`config.mk`:
```
export PLATFORM = sky130hd
export DESIGN_NAME = asld_front
export DESIGN_NICKNAME = d
export VERILOG_FILES = /design/src/asld_pkg.sv /design/src/asld_front.sv
export SDC_FILE = /design/constraint.sdc
export NUM_CORES = 1
export LEC_CHECK = 0
export BUFFER_PORTS_ARGS = -buffer_cell sky130_fd_sc_hd__buf_2
export CAP_MARGIN = 15
export CORE_ASPECT_RATIO = 0.75
export CORE_MARGIN = 3
export CORE_UTILIZATION = 55
export CTS_BUF_LIST = sky130_fd_sc_hd__clkbuf_8
export DETAILED_ROUTE_END_ITERATION = 12
export HOLD_SLACK_MARGIN = 0.03
export MAX_ROUTING_LAYER = met4
export PLACE_DENSITY = 0.81
export SETUP_SLACK_MARGIN = 0.05
export SLEW_MARGIN = 20
export SYNTH_ARGS = -nofsm -noshare
export SYNTH_HDL_FRONTEND = slang
export SYNTH_SLANG_ARGS = --single-unit
```
`constraint.sdc`:
```
create_clock -name clk -period 11.2 [get_ports clk]
set_clock_uncertainty 0.2 [all_clocks]
set_input_delay 2.24 -clock clk [delete_from_list [all_inputs] [get_ports clk]]
set_output_delay 2.24 -clock clk [all_outputs]
set_load 0.05 [all_outputs]
```
`src/asld_pkg.sv`:
```
`default_nettype none

package asld_pkg;

    localparam int PCM_W       = 24;
    localparam int POS_W       = 36;
    localparam int LVL_W       = 25;
    localparam int THR_W       = 25;
    localparam int SW_W        = 5;
    localparam int MAG_W       = 48;
    localparam int LVL_FRAC    = 20;
    localparam int PROD_B_W    = 36;
    localparam int LVL_SUM_W   = 46;
    localparam int DB_W        = 16;
    localparam int NORM_W      = 31;
    localparam int SQ_W        = 62;
    localparam int LOG_FRAC_W  = 16;
    localparam int MSB_W       = 5;
    localparam int NEG_W       = 21;
    localparam int DB_PROD_W   = 40;
    localparam int NUM_SQUARES = 16;

    localparam int IN_TDATA_W  = 64;
    localparam int OUT_TDATA_W = 56;

    localparam int CFG_IDX_W   = 2;
    localparam int CFG_DATA_W  = 36;

    localparam logic [CFG_IDX_W-1:0] CFG_THRESHOLD    = 2'd0;
    localparam logic [CFG_IDX_W-1:0] CFG_SAMPLE_WIDTH = 2'd1;
    localparam logic [CFG_IDX_W-1:0] CFG_FLUSH_LIMIT  = 2'd2;

    localparam logic [SW_W-1:0]  SAMPLE_WIDTH_MIN   = 5'd4;
    localparam logic [SW_W-1:0]  SAMPLE_WIDTH_RESET = 5'd16;

    localparam logic [19:0]      LVL_A      = 20'd1047527;
    localparam logic [10:0]      LVL_B      = 11'd1049;
    localparam logic [LVL_W-1:0] FULL_SCALE = 25'h1000000;
    localparam logic [MAG_W-1:0] FULL_SCALE_MAG = 48'h000001000000;

    localparam logic [18:0]      DB_K       = 19'd394566;
    localparam logic [DB_PROD_W-1:0] DB_ROUND = 40'h0000800000;
    localparam logic [DB_W-1:0]  DB_FLOOR   = 16'd24576;
    localparam logic [MSB_W-1:0] LOG_INT_TOP = 5'd24;
    localparam logic [MSB_W-1:0] NORM_TOP    = 5'd30;

    localparam int QUEUE_DEPTH = 8;
    localparam int QUEUE_AW    = 3;
    localparam int QUEUE_CW    = 4;

    typedef struct packed {
        logic [LVL_W-1:0] level;
        logic             silent;
        logic [POS_W-1:0] position;
        logic             flush;
    } entry_t;

    typedef struct packed {
        logic   valid;
        entry_t entry;
    } push_t;

    typedef struct packed {
        logic                empty;
        logic [QUEUE_CW-1:0] count;
    } queue_status_t;

    typedef struct packed {
        logic [NORM_W-1:0]     norm;
        logic [LOG_FRAC_W-1:0] frac;
        logic [MSB_W-1:0]      msb;
        logic                  is_zero;
        logic                  is_full;
        logic                  silent;
        logic [POS_W-1:0]      position;
        logic                  flush;
    } log_stage_t;

endpackage

`default_nettype wire

```
`src/asld_front.sv`:
```
`default_nettype none

module asld_front #(
    parameter int MAX_SAMPLE_BITS = 24
) (
    input  wire logic                                clk,
    input  wire logic                                rst_n,
    input  wire logic                                s_tvalid,
    output logic                                     s_tready,
    input  wire logic [asld_pkg::IN_TDATA_W-1:0]     s_tdata,
    input  wire logic                                s_tuser,
    input  wire logic                                s_tlast,
    input  wire logic                                cfg_wr_en,
    input  wire logic [asld_pkg::CFG_IDX_W-1:0]      cfg_index,
    input  wire logic [asld_pkg::CFG_DATA_W-1:0]     cfg_wdata,
    input  wire asld_pkg::queue_status_t             queue_status,
    output asld_pkg::push_t                          push
);

    localparam logic [5:0] MAX_W = 6'(MAX_SAMPLE_BITS);

    logic [asld_pkg::THR_W-1:0] threshold_reg;
    logic [asld_pkg::SW_W-1:0]  sample_width_reg;
    logic [asld_pkg::POS_W-1:0] flush_limit_reg;

    logic                        a_valid_reg;
    logic [asld_pkg::PCM_W-1:0]  a_abs_reg;
    logic                        a_first_reg;
    logic                        a_last_reg;
    logic [asld_pkg::POS_W-1:0]  a_pos_reg;

    logic                           b_valid_reg;
    logic                           b_loud_reg;
    logic [asld_pkg::PROD_B_W-1:0]  b_prod_reg;
    logic                           b_first_reg;
    logic                           b_last_reg;
    logic [asld_pkg::POS_W-1:0]     b_pos_reg;
    logic                           b_flush_reg;

    logic [asld_pkg::LVL_W-1:0] level_reg;
    logic [asld_pkg::LVL_W-1:0] level_next;
    logic                       silence_reg;
    logic                       silence_next;

    logic                           accept;
    logic [asld_pkg::PCM_W-1:0]     sample;
    logic [asld_pkg::PCM_W-1:0]     abs_next;
    logic [asld_pkg::POS_W-1:0]     pos_in;
    logic [asld_pkg::SW_W-1:0]      width_eff;
    logic [asld_pkg::MAG_W-1:0]     mag;
    logic [asld_pkg::LVL_W-1:0]     lvl_in;
    logic [asld_pkg::PROD_B_W-1:0]  prod_next;
    logic                           loud_next;
    logic                           flush_next;
    logic [asld_pkg::LVL_SUM_W-1:0] lvl_sum;
    logic [asld_pkg::QUEUE_CW:0]    pending;

    assign sample   = s_tdata[asld_pkg::PCM_W-1:0];
    assign pos_in   = s_tdata[asld_pkg::PCM_W +: asld_pkg::POS_W];
    assign abs_next = sample[asld_pkg::PCM_W-1] ? (~sample + 1'b1) : sample;

    assign pending  = {1'b0, queue_status.count}
                    + (asld_pkg::QUEUE_CW+1)'(a_valid_reg & a_last_reg)
                    + (asld_pkg::QUEUE_CW+1)'(b_valid_reg & b_last_reg);
    assign s_tready = (pending < (asld_pkg::QUEUE_CW+1)'(asld_pkg::QUEUE_DEPTH));
    assign accept   = s_tvalid & s_tready;

    always_comb
    begin
        if (sample_width_reg < asld_pkg::SAMPLE_WIDTH_MIN)
        begin
            width_eff = asld_pkg::SAMPLE_WIDTH_MIN;
        end
        else if ({1'b0, sample_width_reg} > MAX_W)
        begin
            width_eff = MAX_W[asld_pkg::SW_W-1:0];
        end
        else
        begin
            width_eff = sample_width_reg;
        end
    end

    always_comb
    begin
        mag       = {a_abs_reg, {asld_pkg::PCM_W{1'b0}}} >> (width_eff - 1'b1);
        lvl_in    = (mag > asld_pkg::FULL_SCALE_MAG) ? asld_pkg::FULL_SCALE
                                                     : mag[asld_pkg::LVL_W-1:0];
        prod_next = asld_pkg::PROD_B_W'(lvl_in * asld_pkg::LVL_B);
        loud_next = mag > asld_pkg::MAG_W'(threshold_reg);
        flush_next = (flush_limit_reg != '0) && (a_pos_reg >= flush_limit_reg);
    end

    always_comb
    begin
        lvl_sum      = asld_pkg::LVL_SUM_W'(level_reg * asld_pkg::LVL_A)
                     + asld_pkg::LVL_SUM_W'(b_prod_reg);
        level_next   = lvl_sum[asld_pkg::LVL_FRAC +: asld_pkg::LVL_W];
        silence_next = (b_first_reg | silence_reg) & ~b_loud_reg;
    end

    assign push.valid          = b_valid_reg & b_last_reg;
    assign push.entry.level    = level_next;
    assign push.entry.silent   = silence_next;
    assign push.entry.position = b_pos_reg;
    assign push.entry.flush    = b_flush_reg;

    always_ff @(posedge clk or negedge rst_n)
    begin
        if (!rst_n)
        begin
            threshold_reg    <= '0;
            sample_width_reg <= asld_pkg::SAMPLE_WIDTH_RESET;
            flush_limit_reg  <= '0;
        end
        else if (cfg_wr_en)
        begin
            unique case (cfg_index)
                asld_pkg::CFG_THRESHOLD:
                begin
                    threshold_reg <= cfg_wdata[asld_pkg::THR_W-1:0];
                end
                asld_pkg::CFG_SAMPLE_WIDTH:
                begin
                    sample_width_reg <= cfg_wdata[asld_pkg::SW_W-1:0];
                end
                asld_pkg::CFG_FLUSH_LIMIT:
                begin
                    flush_limit_reg <= cfg_wdata[asld_pkg::POS_W-1:0];
                end
                default:
                begin
                end
            endcase
        end
    end

    always_ff @(posedge clk or negedge rst_n)
    begin
        if (!rst_n)
        begin
            a_valid_reg <= 1'b0;
            b_valid_reg <= 1'b0;
            level_reg   <= '0;
            silence_reg <= 1'b1;
        end
        else
        begin
            a_valid_reg <= accept;
            b_valid_reg <= a_valid_reg;
            if (b_valid_reg)
            begin
                level_reg   <= level_next;
                silence_reg <= silence_next;
            end
        end
    end

    always_ff @(posedge clk)
    begin
        if (accept)
        begin
            a_abs_reg   <= abs_next;
            a_first_reg <= s_tuser;
            a_last_reg  <= s_tlast;
            a_pos_reg   <= pos_in;
        end
        if (a_valid_reg)
        begin
            b_loud_reg  <= loud_next;
            b_prod_reg  <= prod_next;
            b_first_reg <= a_first_reg;
            b_last_reg  <= a_last_reg;
            b_pos_reg   <= a_pos_reg;
            b_flush_reg <= flush_next;
        end
    end

endmodule

`default_nettype wire

```
==> reports/qor.csv <==
metric,value,unit
CTS Buf Count,39,
via/cell ratio,5.856,
outcome,completed,
Synth top area share,24.80,%
reg2reg setup slack,790,ps
"area leader, netlist",fa_1,
mapped cell area,27440,um2
Critical Path Sink Type,output pin,
Mapped Cells,2590,
layout cells sized above 1,13.97,%
total clock sinks,232,
RSZ-0062 raised after global routing,false,
final wirelength,72140,um
count of final setup violators,0,
IO Port Bufs,172,
fin cells,3448,
worst-margin pin slew,895.5,ps
"most common cell after layout, fill and taps aside",inv_1,
Starting Density,55.95,%
GRT Util Overall,28.79,%
max_cap viols,0,
DRT Pass-1 Iters,6,
RR Startpoint,sample_width_reg[2],
vias,20190,
CTS tree,done,
Slew HR,40.30,%
hold path startpoint,a_first_reg,
Post-DP HPWL,59750,um
Synth Register Bits,232,
crit path time final,10880,ps
most frequent cells in the layout,"inv_1 (568), ha_1 (374), fa_1 (335), buf_2 (169), edfxtp_1 (138)",
area of the multi-input gates,18560,um2
Setup CP Type,reg2out,
CP dominant cell by count,fa_1,
Post-synth EDFFs,138,
routability cong.,0.9987,
hold depth,0,
worst stage delay on the critical path,790,ps
setup ws final,316.9,ps
FF+latch area,6510,um2
Slew Limit Fails,0,
WP buf/inv,6,
Worst Path Required,8760,ps
# rows,70,
Syn Area/Cell,10.60,um2
worst hold endpoint,b_first_reg,
initial antenna violation count,1,
Clk Tree Root Cell,clkbuf_8,
Crit Path Max Fanout,9,
gr ovfl total,0,
setup tns final,0,ps
ranking of synthesized cells by area,"fa_1 (25%), ha_1 (17%), edfxtp_1 (15%)",
largest net degree at the start of global routing,79,
final worst-path cycle share,97.17,%
Die W,263.9,um
Routed wire per std cell,20.92,um
Total Nets Final,3596,
core box area,49050,um2
Cells after DPL,3374,
CP Data Arrival Time,8440,ps
synth warn,0,
clock tree buffer depth,3,
Startpoint Class,flip-flop,
Post-DRT Antenna Nets,0,
H-tree Lvls,2,
Fillers,3924,
"Hold Vio Cnt, Final",0,
"FFs w/ async S/R, synth",40.52,%
worst skew pair latency,630,ps
fin area,29910,um2
worst reg-to-reg path cell count,34,
"Cell Chain, Critical Path",fa_1 -> inv_1 -> fa_1 -> inv_1 -> fa_1 -> inv_1 -> fa_1 -> fa_1 -> inv_1 -> fa_1 -> fa_1 -> ha_1 -> nand4_1 -> nor4_4 -> nand2_1 -> o22ai_1 -> buf_4 -> o211ai_1 -> a21oi_1 -> nor2_1 -> xnor2_1 -> buf_2,
register area share after synthesis,23.68,%
"Slowest-stage cell, CP",fa_1,
Layout area overhead,9.000,%
CTS Hold Bufs,0,
RR Endpoint,b_prod_reg[33],
I/O pins,178,
Hold Path Class,reg2reg,
Post-DP Area,29050,um2
DR DRC count,0,
first-pass GRT wire length,115700,um
clock-pin slew on the worst setup and hold paths,60,ps
die area,52640,um2
Top delay family on crit path,adder cells,
dpl ws,717.7,ps
FMAX,0.09189,GHz
vias in the first global route,21220,
dominant synthesized flop cell,edfxtp_1,
1st-iter DRT viols,1656,
Post-Synthesis Net Count,3417,
die height,199.5,um
Yosys cell types,90,
-- routing by layer --
metal	part of all wire (%)	vias up	wire length (um)	global-route usage [%]
li1	-	9137	-	-
met1	44	10180	31400	38.98
met2	46	778	33140	44.43
met3	9.0	93	6492	7.299
met4	1.5	0	1109	5.905
met5	0	-	0	-
-- metrics by stage --
step | utilization, % | hold WS [ps]
CTS | 60.84 | 227.1
finish | 60.99 | 228.8
floorplan | - | 200.3
detailed placement | 59.22 | 213.4
global route | 60.99 | 252.1
global placement | 59.22 | 203.9
-- synthesized netlist by cell type (25+ instances only) --
cell type,count
o21ai_0,90
nand2b_1,25
mux2_2,66
edfxtp_1,138
nor2b_1,26
xnor2_1,52
nor3_1,33
a21oi_1,78
nand3_1,28
fa_1,340
nor2_1,72
dfrtp_1,92
a21o_1,61
inv_1,555
nand2_1,97
ha_1,374
clkbuf_1,36
-- worst max path at each step --
stage / cells after the start / endpoint / start / slack, ps
after floorplan: 21 / push[54] / level_reg[11] / 1400
after global placement: 22 / push[54] / level_reg[9] / 810
after detailed placement: 23 / push[57] / level_reg[9] / 720
after CTS: 23 / push[57] / level_reg[9] / 50
after global routing: 22 / push[53] / level_reg[8] / 80
final: 22 / push[53] / level_reg[2] / 320
-- kinds of logic after synthesis --
kind of cell / synth area share, %
compound gates: 11.10
flops: 23.68
fa+ha+maj: 41.85
mux: 4.121
xor+xnor: 2.234
simple gates: 8.120
buf+inv: 8.890
-- layout make-up --
| cell class | count | share of cell area, % |
|---|---|---|
| Antenna cell | 1 | 0.008365 |
| Tap cell | 648 | 2.710 |
| Inverter | 558 | 7.002 |
| Clock inverter | 28 | 0.6400 |
| Timing Repair Buffer | 208 | 3.848 |
| Multi-Input combinational cell | 1730 | 62.05 |
| Clock buffer | 43 | 1.978 |
| Sequential cell | 232 | 21.76 |
-- worst reg2reg max path, delay by kind of cell, from the launching register on --
kind	cells	cell delay [ps]
buf+inv	5	550
simple gates	10	2830
compound gates	11	3420
fa+ha+maj	7	2670
flops	1	360
xor+xnor	1	180
-- what timing repair did --
action	CTS	global route
resized for setup	3	16
pin swaps	0	3
setup endpoints to repair	2	12
buffers inserted	0	1
Power is left out: the tool's default activity adds up to more than one toggle a clock period on the data nets, which glitch-free logic cannot reach.
