**src/asld_pkg.sv**
```systemverilog
`default_nettype none

package asld_pkg;

    localparam int PCM_W       = 24;
    localparam int POS_W       = 36;
    localparam int LVL_W       = 25;
    localparam int THR_W       = 25;
    localparam int SW_W        = 5;
    localparam int MAG_W       = 48;
    localparam int LVL_FRAC    = 20;
    localparam int PROD_B_W    = 36;
    localparam int LVL_SUM_W   = 46;
    localparam int DB_W        = 16;
    localparam int NORM_W      = 31;
    localparam int SQ_W        = 62;
    localparam int LOG_FRAC_W  = 16;
    localparam int MSB_W       = 5;
    localparam int NEG_W       = 21;
    localparam int DB_PROD_W   = 40;
    localparam int NUM_SQUARES = 16;

    localparam int IN_TDATA_W  = 64;
    localparam int OUT_TDATA_W = 56;

    localparam int CFG_IDX_W   = 2;
    localparam int CFG_DATA_W  = 36;

    localparam logic [CFG_IDX_W-1:0] CFG_THRESHOLD    = 2'd0;
    localparam logic [CFG_IDX_W-1:0] CFG_SAMPLE_WIDTH = 2'd1;
    localparam logic [CFG_IDX_W-1:0] CFG_FLUSH_LIMIT  = 2'd2;

    localparam logic [SW_W-1:0]  SAMPLE_WIDTH_MIN   = 5'd4;
    localparam logic [SW_W-1:0]  SAMPLE_WIDTH_RESET = 5'd16;

    localparam logic [19:0]      LVL_A      = 20'd1047527;
    localparam logic [10:0]      LVL_B      = 11'd1049;
    localparam logic [LVL_W-1:0] FULL_SCALE = 25'h1000000;
    localparam logic [MAG_W-1:0] FULL_SCALE_MAG = 48'h000001000000;

    localparam logic [18:0]      DB_K       = 19'd394566;
    localparam logic [DB_PROD_W-1:0] DB_ROUND = 40'h0000800000;
    localparam logic [DB_W-1:0]  DB_FLOOR   = 16'd24576;
    localparam logic [MSB_W-1:0] LOG_INT_TOP = 5'd24;
    localparam logic [MSB_W-1:0] NORM_TOP    = 5'd30;

    localparam int QUEUE_DEPTH = 8;
    localparam int QUEUE_AW    = 3;
    localparam int QUEUE_CW    = 4;

    typedef struct packed {
        logic [LVL_W-1:0] level;
        logic             silent;
        logic [POS_W-1:0] position;
        logic             flush;
    } entry_t;

    typedef struct packed {
        logic   valid;
        entry_t entry;
    } push_t;

    typedef struct packed {
        logic                empty;
        logic [QUEUE_CW-1:0] count;
    } queue_status_t;

    typedef struct packed {
        logic [NORM_W-1:0]     norm;
        logic [LOG_FRAC_W-1:0] frac;
        logic [MSB_W-1:0]      msb;
        logic                  is_zero;
        logic                  is_full;
        logic                  silent;
        logic [POS_W-1:0]      position;
        logic                  flush;
    } log_stage_t;

endpackage

`default_nettype wire

```
**src/asld_queue.sv**
```systemverilog
`default_nettype none

module asld_queue (
    input  wire logic                    clk,
    input  wire logic                    rst_n,
    input  wire asld_pkg::push_t         push,
    input  wire logic                    pop,
    output asld_pkg::entry_t             head,
    output asld_pkg::queue_status_t      status
);

    asld_pkg::entry_t              entries_reg [asld_pkg::QUEUE_DEPTH];
    logic [asld_pkg::QUEUE_AW-1:0] wr_ptr_reg;
    logic [asld_pkg::QUEUE_AW-1:0] rd_ptr_reg;
    logic [asld_pkg::QUEUE_CW-1:0] count_reg;
    logic [asld_pkg::QUEUE_CW-1:0] count_next;
    logic                          do_pop;

    assign do_pop       = pop & (count_reg != '0);
    assign head         = entries_reg[rd_ptr_reg];
    assign status.empty = (count_reg == '0);
    assign status.count = count_reg;

    always_comb
    begin
        count_next = count_reg;
        if (push.valid && !do_pop)
        begin
            count_next = count_reg + 1'b1;
        end
        else if (!push.valid && do_pop)
        begin
            count_next = count_reg - 1'b1;
        end
    end

    always_ff @(posedge clk or negedge rst_n)
    begin
        if (!rst_n)
        begin
            wr_ptr_reg <= '0;
            rd_ptr_reg <= '0;
            count_reg  <= '0;
        end
        else
        begin
            count_reg <= count_next;
            if (push.valid)
            begin
                wr_ptr_reg <= wr_ptr_reg + 1'b1;
            end
            if (do_pop)
            begin
                rd_ptr_reg <= rd_ptr_reg + 1'b1;
            end
        end
    end

    always_ff @(posedge clk)
    begin
        if (push.valid)
        begin
            entries_reg[wr_ptr_reg] <= push.entry;
        end
    end

endmodule

`default_nettype wire

```
**config.mk**
```make
export PLATFORM = sky130hd
export DESIGN_NAME = asld_queue
export DESIGN_NICKNAME = d
export VERILOG_FILES = /design/src/asld_pkg.sv /design/src/asld_queue.sv
export SDC_FILE = /design/constraint.sdc
export NUM_CORES = 1
export LEC_CHECK = 0
export ABC_AREA = 0
export BUFFER_PORTS_ARGS = -buffer_cell sky130_fd_sc_hd__clkbuf_2
export CAP_MARGIN = 40
export CORE_MARGIN = 1
export CORE_UTILIZATION = 35
export DETAILED_ROUTE_END_ITERATION = 8
export PLACE_DENSITY = 0.53
export SYNTH_ARGS = -nofsm -noshare
export SYNTH_HDL_FRONTEND = slang
export SYNTH_SLANG_ARGS = --single-unit
```
**constraint.sdc**
```tcl
create_clock -name clk -period 11.25 [get_ports clk]
set_input_delay 1.125 -clock clk [delete_from_list [all_inputs] [get_ports clk]]
set_output_delay 1.125 -clock clk [all_outputs]
set_load 0.01 [all_outputs]
```
==> results of run 1 <==
## layout make-up
cell class	instances	area, µm²	share of cell area
sequential	514	15400	0.6706
inverter	2	7.507	0.0003270
clock buffer	66	1428	0.06218
clock inverter	35	245.2	0.01068
timing repair buffer	160	991.0	0.04316
tap	748	935.9	0.04077
multi-input combinational	236	3955	0.1723
## cell usage in the layout, fill, tap and decap left out, types with 6 or more instances in the layout
cell type	n
clkbuf_1	10
edfxtp_1	504
buf_4	19
dfrtp_1	7
nor2_4	6
clkbuf_16	55
clkinv_1	13
mux4_2	126
clkbuf_2	134
clkinv_2	16
mux2_2	66
## power by group through the flow
stage | clock (mW) | combinational, mW | sequential (mW)
2_1_floorplan | 0 | 1.24 | 2.53
4_1_cts | 1.73 | 1.84 | 2.53
3_5_place_dp | 0 | 1.83 | 2.57
5_1_grt | 1.80 | 1.92 | 2.55
3_3_place_gp | 0 | 1.78 | 2.57
6_report | 1.68 | 1.77 | 2.53
## stage by stage
stage          utilization  area (µm²)
4_1_cts             0.4167       22960
6_report            0.4167       22960
3_3_place_gp        0.3831       21110
2_1_floorplan            -       19500
3_5_place_dp        0.3864       21290
5_1_grt             0.4167       22960
## routing by layer
layer,up-vias,part of all wire,global-route usage
met1,4623,0.43,0.1892
met4,10,0.017,0.03555
met2,162,0.50,0.2421
met5,-,0.0017,0
li1,3750,-,-
met3,60,0.052,0.03841
## logic make-up after synthesis
kind of cell / after synthesis
mux: 193
xor+xnor: 6
simple gates: 24
flops: 514
fa+ha+maj: 6
buf+inv: 38
compound gates: 7
## worst paths after layout
path / slack (ns) / start / cells after the start / endpoint
max in group asynchronous: 10.59 / rst_n / 1 / rd_ptr_reg[1]
worst max-delay path: 6.47 / rd_ptr_reg[0] / 5 / head[23]
min in group clk: 0.56 / wr_ptr_reg[1] / 1 / wr_ptr_reg[1]
worst max register to register: 8.32 / count_reg[0] / 7 / count_reg[3]
worst min-delay path: 0.40 / rst_n / 1 / wr_ptr_reg[1]
worst min register to register: 0.56 / wr_ptr_reg[1] / 1 / wr_ptr_reg[1]
==> results.json, run 1 <==
{
  "status": "finished, final reports clean",
  "crit_fanout": 38,
  "min_period_over_period": 0.4252,
  "fillers": 4869,
  "worstSetupStartpointType": "flip-flop",
  "num_rows": 86,
  "synthXorXnorAreaFrac": 0.002695,
  "layout_min_cycle_time_ns": 4.783,
  "start_util": 0.3539,
  "synth_top_family_by_area": "multiplexers",
  "area_growth_syn_to_layout_pct": 17.75,
  "synth_area_per_cell_um2": 24.74,
  "postCtsSetupBuffers": 0,
  "swShare": 0.2903,
  "arrival_ns": 3.66,
  "hold_viol": 0,
  "largest_reg_flops": 504,
  "synthMuxAreaShare": 0.1842,
  "diodes": 0,
  "chipHeight_um": 238.0,
  "cp_num_buf_inv": 3,
  "synth-compound-area-share": 0.002952,
  "critPathKind": "reg -> out",
  "power_leakage_nw": 7.449,
  "path_cells": "buf_4, buf_4, mux4_2, mux2_2, clkbuf_2",
  "post-dp-hpwl_um": 21930,
  "cp_data_required_time_ns": 10.13,
  "clock_power_share": 0.281,
  "clkTransAtPathRegs_ns": 0.06,
  "cts_buffers": 54,
  "synth.area.top_cells": "edfxtp_1, mux4_2, mux2_2",
  "vias": 8605,
  "netSwitchingPower_mw": 1.734,
  "yosys.cell_types.count": 28,
  "nets": 1041,
  "cts_tree": "done",
  "ir_drop_mv": 0.1221,
  "core_area_um2": 55090,
  "grt_pass1_wl_um": 60200,
  "wl_per_cell_um": 22.89,
  "synthCells": 788,
  "hold_slack_ns": 0.4042,
  "cp_slowest_cell": "buf_4",
  "clk_path_buf_depth": 3,
  "root_buffer": "clkbuf_16",
  "wl_um": 40310,
  "io_pins": 135,
  "cp-end-kind": "output pin",
  "worst_hold_path_type": "in -> async",
  "clock_skew_ns": 0.02117,
  "place_congestion": 0.6840,
  "crit_path_max_incr_delay_ns": 0.72,
  "yosys_register_bits": 514,
  "yosys.area.top_type": "edfxtp_1",
  "postRouteAntennaNets": 0,
  "drc": 0,
  "synth-seq-area-share": 0.7891,
  "first_iter_violations": 591,
  "synth_nets": 861,
  "synth_most_common_cell": "edfxtp_1",
  "netlist_area_um2": 19500,
  "yosysTopAreaCellShare": 0.7762,
  "fin_cells": 1761,
  "numClockSinks": 514,
  "dp.cells": 1660,
  "pwr-share-comb": 0.296,
  "max_freq_mhz": 209.1,
  "synthSimpleGateAreaFrac": 0.005968,
  "maxSlewHeadroom": 0.4575,
  "worst_slack_ns": 6.467,
  "grt.overflow.total": 0,
  "path_delay_family": "buffers and inverters",
  "cts_resized": 0,
  "path_common_cell": "buf_4",
  "antenna_found_initial": 5,
  "yosys.area_share.adder": 0.004235,
  "via_per_inst": 4.886,
  "postCtsHoldBufs": 0,
  "internal-power_mw": 4.238,
  "cts.htree.levels": 2,
  "worstMarginPinSlew_ns": 0.8118,
  "die_x_um": 238.0,
  "p_total_mw": 5.972,
  "insertion_delay_ns": 0.59,
  "synth_edf_count": 504,
  "dr.pass1.iters": 4,
  "grt_max_degree": 59,
  "power_density_nw_per_um2": 260.1,
  "ys.flop_type": "edfxtp_1",
  "grtUsageTotal": 0.1451,
  "rsz0062_at_grt": "no",
  "portBuffers": 134,
  "maxCapViolCount": 0,
  "synthTopCellsByCount": "edfxtp_1, mux4_2, mux2_2, clkbuf_1, buf_2",
  "setup_tns_ns": 0,
  "p_seq_frac": 0.423,
  "ys_warn_count": 0,
  "pre_cts_slack_ns": 6.971,
  "synth_async_sr_flop_share": 0.01946,
  "floorplan.die_area_um2": 56660,
  "setup_viol": 0,
  "drive_gt1_frac": 0.4363,
  "grt_pass1_vias": 9213,
  "drv_slew": 0
}
No activity file was read; power rests on OpenSTA's default activity.
==> run 2, diff against run 1 <==
==> constraint.sdc (replaced) <==
create_clock -name clk -period 4.9 [get_ports clk]
set_input_delay 0.49 -clock clk [delete_from_list [all_inputs] [get_ports clk]]
set_output_delay 0.49 -clock clk [all_outputs]
set_load 0.01 [all_outputs]
==> run 2 against run 1 <==
- sequential share of layout area shrank 0.31 points
- wire length shrank 0.81%
- register-to-register slack lost 6.2 ns
- final area grew 0.46%
- combinational power grew 130%
- non-clock buffer count grew 1
- first-iteration DRC count shrank 4.7%
- setup slack lost 4.8 ns
- hold slack lost 0.21 ns
- clock power grew 140%
- via count shrank 0.91%
- critical path type unchanged
==> results.json, run 2 (same netlist as run 1, synthesis figures left out) <==
{
  "status": "finished, final reports clean",
  "cp_data_required_time_ns": 4.41,
  "place_congestion": 0.6550,
  "arrival_ns": 2.79,
  "postCtsHoldBufs": 1,
  "crit_fanout": 32,
  "layout_min_cycle_time_ns": 3.281,
  "postRouteAntennaNets": 0,
  "mostFrequentLayoutCell": "edfxtp_1",
  "hold_viol": 0,
  "wl_per_cell_um": 22.74,
  "vias": 8527,
  "r2r_end": "count_reg[3]",
  "setup_tns_ns": 0,
  "cp-end-kind": "output pin",
  "grt_max_degree": 69,
  "first_iter_violations": 563,
  "worstSetupStartpointType": "flip-flop",
  "start_util": 0.3539,
  "rsz0062_at_grt": "no",
  "cts_resized": 0,
  "root_buffer": "clkbuf_16",
  "critPathKind": "reg -> out",
  "maxSlewHeadroom": 0.4919,
  "drc": 0,
  "min_period_over_period": 0.6695,
  "grt_pass1_wl_um": 59330,
  "numClockSinks": 514,
  "power_leakage_nw": 7.452,
  "cts.htree.levels": 2,
  "chipHeight_um": 238.0,
  "max_freq_mhz": 304.8,
  "clock_skew_ns": 0.01291,
  "worst_hold_path_type": "in -> reg",
  "power_density_nw_per_um2": 601.5,
  "layout_common_cells": "edfxtp_1, clkbuf_2, mux4_2",
  "r2r_start": "count_reg[0]",
  "grtUsageTotal": 0.1436,
  "min_to": "entries_reg[7][26]",
  "maxCapViolCount": 0,
  "largest_reg_flops": 504,
  "regToRegSetupSlack_ns": 2.12,
  "grt_pass1_vias": 9057,
  "postCtsSetupBuffers": 0,
  "ff2ff_path_depth": 7,
  "io_pins": 135,
  "worstMarginPinSlew_ns": 0.7621,
  "post-dp-hpwl_um": 22120,
  "drv_slew": 0,
  "dp.cells": 1660,
  "portBuffers": 134,
  "area_growth_syn_to_layout_pct": 18.30,
  "antenna_found_initial": 4,
  "nets": 1041,
  "cts_buffers": 53,
  "whs_path_depth": 1,
  "grt.overflow.total": 0,
  "dr.pass1.iters": 4,
  "wl_um": 39980,
  "floorplan.die_area_um2": 56660,
  "num_rows": 86,
  "core_area_um2": 55090,
  "setup_viol": 0,
  "fin_cells": 1758,
  "cts_tree": "done",
  "clk_path_buf_depth": 3,
  "die_x_um": 238.0,
  "via_per_inst": 4.850,
  "drive_gt1_frac": 0.4281,
  "clkTransAtPathRegs_ns": 0.06,
  "hold_start": "push[26]",
  "ir_drop_mv": 0.2882,
  "fillers": 4827,
  "insertion_delay_ns": 0.58
}
## run 2: changes by cell type in the layout (fill, tap and decap cells not counted), moves of 3 or more
cell,before,now
buf_12,2,5
buf_4,19,14
bufinv_16,3,7
clkbuf_1,10,16
clkinv_2,16,5
clkinvlp_4,0,3
inv_6,3,0
## run 2: worst max-delay path by stage
stage / from / endpoint / slack, ns
final: rd_ptr_reg[0] / head[27] / 1.62
after global routing: rd_ptr_reg[0] / head[13] / 1.44
after floorplan: wr_ptr_reg[0] / entries_reg[4][0] / 1.16
after detailed placement: count_reg[0] / count_reg[3] / 2.10
after global placement: rd_ptr_reg[0] / head[50] / 1.93
after CTS: rd_ptr_reg[0] / head[30] / 1.52
## run 2: area by class of cell
| class | count | area [µm²] | area share |
|---|---|---|---|
| flip-flops and latches | 514 | 15400 | 0.6675 |
| clock buffers | 69 | 1386 | 0.06011 |
| diodes | 1 | 2.502 | 0.0001085 |
| multi-input cells | 236 | 3968 | 0.1720 |
| well taps | 748 | 935.9 | 0.04058 |
| clock inverters | 27 | 302.8 | 0.01313 |
| inverters | 2 | 7.507 | 0.0003255 |
| repair buffers | 161 | 1066 | 0.04622 |
## run 2: metrics by stage
step / util / power, mW / setup slack, ns / hold slack (ns) / cell area (µm²)
after floorplan: - / 8.627 / 1.156 / 0.1944 / 19510
after detailed placement: 0.3878 / 10.19 / 2.101 / 0.3770 / 21360
after CTS: 0.4186 / 14.17 / 1.524 / 0.1487 / 23060
final: 0.4187 / 13.87 / 1.619 / 0.1915 / 23060
after global placement: 0.3845 / 10.06 / 1.927 / 0.3768 / 21180
after global routing: 0.4186 / 14.56 / 1.444 / 0.1775 / 23060
## run 2: where the power goes
group	switching, mW	internal, mW	total, mW
logic	2.10	2.03	4.13
registers	0.267	5.53	5.79
clock network	1.60	2.35	3.95
total	3.97	9.90	13.9
## run 2: worst max-delay path: stages, from the launching register on
cell and delay, ns:
dfrtp_4 0.59, buf_16 0.29, buf_12 0.32, mux4_2 0.55, mux2_2 0.29, clkbuf_2 0.13
## run 2: per-layer routing
metal,vias up,track usage,part of all wire
met5,-,0,0.00093
met4,6,0.04254,0.020
met3,66,0.02904,0.045
met2,160,0.2393,0.50
met1,4553,0.1906,0.43
li1,3742,-,-
